**src/rtl/vtv_pkg.sv**
```systemverilog
// Shared types and constants for the vertex transform and viewport block.
package vtv_pkg;

  localparam logic OP_WRITE  = 1'b0;
  localparam logic OP_VERTEX = 1'b1;

  localparam logic MAT_PROJ  = 1'b0;
  localparam logic MAT_MODEL = 1'b1;

  localparam int CFG_IDX_W  = 3;
  localparam int CFG_DATA_W = 20;

  localparam logic [CFG_IDX_W-1:0] CFG_FRAME_WIDTH    = 3'd0;
  localparam logic [CFG_IDX_W-1:0] CFG_FRAME_HEIGHT   = 3'd1;
  localparam logic [CFG_IDX_W-1:0] CFG_LIGHT_START    = 3'd2;
  localparam logic [CFG_IDX_W-1:0] CFG_LIGHT_FALLOFF  = 3'd3;
  localparam logic [CFG_IDX_W-1:0] CFG_MIN_BRIGHTNESS = 3'd4;

  localparam logic [12:0] RST_FRAME_WIDTH    = 13'd64;
  localparam logic [12:0] RST_FRAME_HEIGHT   = 13'd64;
  localparam logic [19:0] RST_LIGHT_START    = 20'd39592;
  localparam logic [19:0] RST_LIGHT_FALLOFF  = 20'd12000;
  localparam logic [16:0] RST_MIN_BRIGHTNESS = 17'd2570;

  localparam logic [16:0] BRI_ONE = 17'd65536;

  localparam int QDEPTH = 4;
  localparam int QPTR_W = 2;

  typedef struct packed {
    logic signed [31:0] vx;
    logic signed [31:0] vy;
    logic signed [31:0] vz;
    logic signed [31:0] vw;
    logic [15:0]        color;
  } vtx_t;

  typedef logic [15:0][31:0] mat_t;

  typedef struct packed {
    logic full;
    logic empty;
  } q_status_t;

endpackage

```
**src/rtl/vtv_queue.sv**
```systemverilog
// Short vertex queue between intake and the transform pipeline.
module vtv_queue import vtv_pkg::*; (
  input  logic      clk,
  input  logic      rst,
  input  logic      push,
  input  vtx_t      push_data,
  input  logic      pop,
  output vtx_t      pop_data,
  output q_status_t q_stat
);

  vtx_t              mem [QDEPTH];
  logic [QPTR_W-1:0] wr_ptr;
  logic [QPTR_W-1:0] rd_ptr;
  logic [QPTR_W:0]   count;

  assign q_stat.full  = (count == (QPTR_W+1)'(QDEPTH));
  assign q_stat.empty = (count == '0);
  assign pop_data     = mem[rd_ptr];

  always_ff @(posedge clk) begin
    if (push) begin
      mem[wr_ptr] <= push_data;
    end
  end

  always_ff @(posedge clk) begin
    if (rst) begin
      wr_ptr <= '0;
      rd_ptr <= '0;
      count  <= '0;
    end else begin
      if (push) begin
        wr_ptr <= wr_ptr + 1'b1;
      end
      if (pop) begin
        rd_ptr <= rd_ptr + 1'b1;
      end
      case ({push, pop})
        2'b10:   count <= count + 1'b1;
        2'b01:   count <= count - 1'b1;
        default: count <= count;
      endcase
    end
  end

endmodule

```
**config.mk**
```make
export PLATFORM = sky130hd
export DESIGN_NAME = vtv_queue
export DESIGN_NICKNAME = d
export VERILOG_FILES = /design/src/rtl/vtv_pkg.sv /design/src/rtl/vtv_queue.sv
export SDC_FILE = /design/constraint.sdc
export NUM_CORES = 1
export LEC_CHECK = 0
export ABC_AREA = 1
export BUFFER_PORTS_ARGS = -buffer_cell sky130_fd_sc_hd__buf_2
export CAP_MARGIN = 10
export CORE_MARGIN = 2
export CORE_UTILIZATION = 54
export CTS_BUF_LIST = sky130_fd_sc_hd__clkbuf_4
export DETAILED_ROUTE_END_ITERATION = 10
export GPL_TIMING_DRIVEN = 0
export HOLD_SLACK_MARGIN = 0.06
export MAX_ROUTING_LAYER = met4
export PLACE_DENSITY = 0.81
export SLEW_MARGIN = 20
export SYNTH_ARGS = -nofsm -noshare
export SYNTH_HDL_FRONTEND = slang
export SYNTH_SLANG_ARGS = --single-unit
```
**constraint.sdc**
```tcl
create_clock -name clk -period 5.2 [get_ports clk]
set_input_delay 0.78 -clock clk [delete_from_list [all_inputs] [get_ports clk]]
set_output_delay 0.78 -clock clk [all_outputs]
set_load 0.02 [all_outputs]
```
==> parameters.txt <==
Parameter                              Value

Run status
  Result of the run ... complete, no violations

Power
  Switching power total ... 2550 uW
  Fraction of power spent switching nets ... 25.0%
  Power after layout ... 10200 uW
  Part of the power in combinational logic ... 11.1%
  Reg power frac ... 53.2%
  Static Leak ... 0.00922 uW
  Share of power burned in the clock network ... 35.7%
  Maximum vdd drop ... 278 uV
  Int Power ... 7660 uW
  Ratio of total power to cell area ... 395 mW/mm^2

Place
  Total half-perimeter wirelength after legalization and detailed placement ... 31300 um
  Number of input and output port buffers inserted ... 293
  Routability congestion estimate ... 0.800
  Post-DP Area ... 0.0241 sq mm
  Number of placed instances, taps included ... 2272

Timing
  Highest clock frequency the design can meet ... 278 MHz
  Transition time of the tightest slew-check pin ... 0.687 ns
  Share of the clock period used by the worst path after layout ... 69.1%
  Setup-failing EPs final ... 0
  Clock Skews ... 0.0395 ns
  Setup repair after global routing missed its margin ... no
  Final hold violation count ... 0
  Relative slew margins ... 54.2%
  Total count of max-transition violations in the final report ... 0
  Min Tclk post-route ... 3.59 ns

Worst setup path
  Startpoint class of the critical path ... register
  Number of cells traversed by the worst register-to-register path ... 5
  Kind of capture point of the worst setup path ... output port
  Required time at the worst-slack endpoint ... 4.42 ns
  CP Max Fanout ... 10
  Critical path class ... reg -> out
  Arrival time worst endpoint ... 2.81 ns

CTS
  TritonCTS clock tree ... built
  CTS max path bufs ... 3
  CTS root buffer ... sky130_fd_sc_hd__clkbuf_4
  Post-CTS setup-driven buffer insertion count ... 0
  Number of H-tree branching levels ... 4
  Post-CTS clock slew at the launch and capture registers of the worst setup and hold paths ... 0.07 ns
  Insertion delay of the later-clocked pin in the worst-skew pair ... 0.81 ns
  Clock buffers created by TritonCTS ... 143
  Count of hold-fix buffers inserted at cts ... 0
  Count of cells resized by post-cts repair ... 0
  CTS sink cnt ... 585

Layout
  Layout cells sized above 1 ... 28.7%
  Final Core Density ... 64.9%
  Net count, final ... 2046
  Fill cell instance count of the final layout ... 2861
  Final instance area ... 0.0258 sq mm
  Most common library cell in the layout ignoring fill and taps ... sky130_fd_sc_hd__edfxtp_1
  Area growth from synthesis to final layout ... 18.6%
  Count of placed standard cells in the final layout, fillers left out ... 2526
  Most frequent cells in the layout ... sky130_fd_sc_hd__edfxtp_1, sky130_fd_sc_hd__buf_2, sky130_fd_sc_hd__nor2_1

Synthesis
  Seq/Total Area, Yosys ... 80.2%
  Mean cell area of the mapped netlist ... 15.0 sq um
  Total of flip-flops plus latches after synthesis ... 585
  Count of cell types in the netlist ... 23
  Post-Syn Nets ... 1604
  Number of cells produced by synthesis ... 1450
  YS warnings ... 0
  Mapped Area ... 0.0218 sq mm

GRT
  Total gr overflow ... 0
  Initial antenna violation count ... 14
  Pin count of the biggest net entering global routing ... 84
  Vias in the first global route ... 14400
  Global-route usage over all layers ... 25.6%
  First-pass GRT wire length ... 77600 um

Job
  Max capacitance violation total ... 0

Detailed routing
  Wirelength, routed ... 53100 um
  Count of antenna-violating nets left after detailed routing ... 0
  Detail-routed via count per cell ... 5.64
  Number of iterations in the first detailed-routing pass ... 5
  Drc violations ... 0
  Vias post-DR ... 14300
  DRT iter0 DRCs ... 983
  Routed wire length per instance ... 21.0 um

Die
  Die span in x ... 205 um
  Initial core utilization ... 54.7%
  Core area ... 0.0398 sq mm
  Standard-cell rows ... 73
  Vertical extent of the die ... 205 um
  Ports placed on the boundary ... 294
  Full die area ... 0.0420 sq mm

Hold path
  Hold-critical path depth ... 1
  Path type of the worst min-delay path ... in -> reg
## critical path, stage by stage, from the launching register on
cell	delay (ns)
sky130_fd_sc_hd__dfxtp_1	0.30
sky130_fd_sc_hd__buf_4	0.20
sky130_fd_sc_hd__inv_2	0.26
sky130_fd_sc_hd__buf_2	0.40
sky130_fd_sc_hd__buf_2	0.32
sky130_fd_sc_hd__o21ai_0	0.14
sky130_fd_sc_hd__o22ai_1	0.18
sky130_fd_sc_hd__buf_2	0.20
## cell families after synthesis
family | Yosys count | share of synthesized area [%]
flip-flops | 585 | 80.2
AO/OA/AOI/OAI | 443 | 11.0
AND/OR/NAND/NOR | 304 | 5.27
buffers and inverters | 112 | 3.14
adder cells (fa/ha/maj) | 6 | 0.379
## layout make-up
class	instances	area (sq um)	area share, %
Antenna cell	16	40.0	0.155
Buffer	94	609	2.36
Clock buffer	204	1530	5.93
Clock inverter	34	218	0.842
Inverter	18	105	0.407
Multi-Input combinational cell	753	3630	14.0
Sequential cell	585	17500	67.6
Tap cell	525	657	2.54
Timing Repair Buffer	297	1580	6.10
## flip-flops by register name, summed over array words and instances (netlist names), named ones only
register and flops:
mem 576, rd_ptr 2, count 3, wr_ptr 2
## synth_stat cells (all sizes together)
cell type | count | area share, %
nand4 | 1 | 0.029
clkbuf | 43 | 0.75
nor3 | 2 | 0.046
o21ai | 294 | 6.8
o22ai | 144 | 4.1
nand3 | 1 | 0.023
inv | 18 | 0.34
fa | 1 | 0.092
buf | 51 | 2.1
dfxtp | 9 | 0.83
edfxtp | 576 | 79
a21oi | 5 | 0.11
ha | 5 | 0.29
nand2 | 9 | 0.16
nor2 | 291 | 5.0
## stage by stage
step           setup TNS, ns  hold WS, ns  setup WS, ns
2_1_floorplan              0        0.412          1.12
3_5_place_dp               0        0.438          2.43
4_1_cts                    0       0.0622          1.46
5_1_grt                    0       0.0992          1.45
6_report                   0        0.181          1.61
3_3_place_gp         -671.78        0.425         -1.22
## worst paths after layout
path           startpoint           end  slack [ns]
max              register  pop_data[75]        1.61
min          push_data[1]     mem[2][1]        0.18
max reg2reg     wr_ptr[0]    mem[0][87]        3.12
min reg2reg     rd_ptr[1]      register        0.44
## power by group through the flow
stage / Sequential, uW / Combinational (uW) / Clock [uW]
finish: 5430 / 1130 / 3650
global route: 5440 / 1220 / 3970
CTS: 5430 / 1140 / 3740
detailed placement: 5530 / 1130 / 0
global placement: 5570 / 1090 / 0
floorplan: 5550 / 645 / 0
## metal layers
metal,GRT usage [%],share of wire (%),routed length [um],up-vias
met5,-,0,0,-
met4,11.4,2.7,1410,0
met3,6.73,9.0,4780,116
met2,41.1,50,26600,709
met1,30.7,38,20300,6944
li1,-,-,-,6484
No activity file was read; power rests on OpenSTA's default activity.
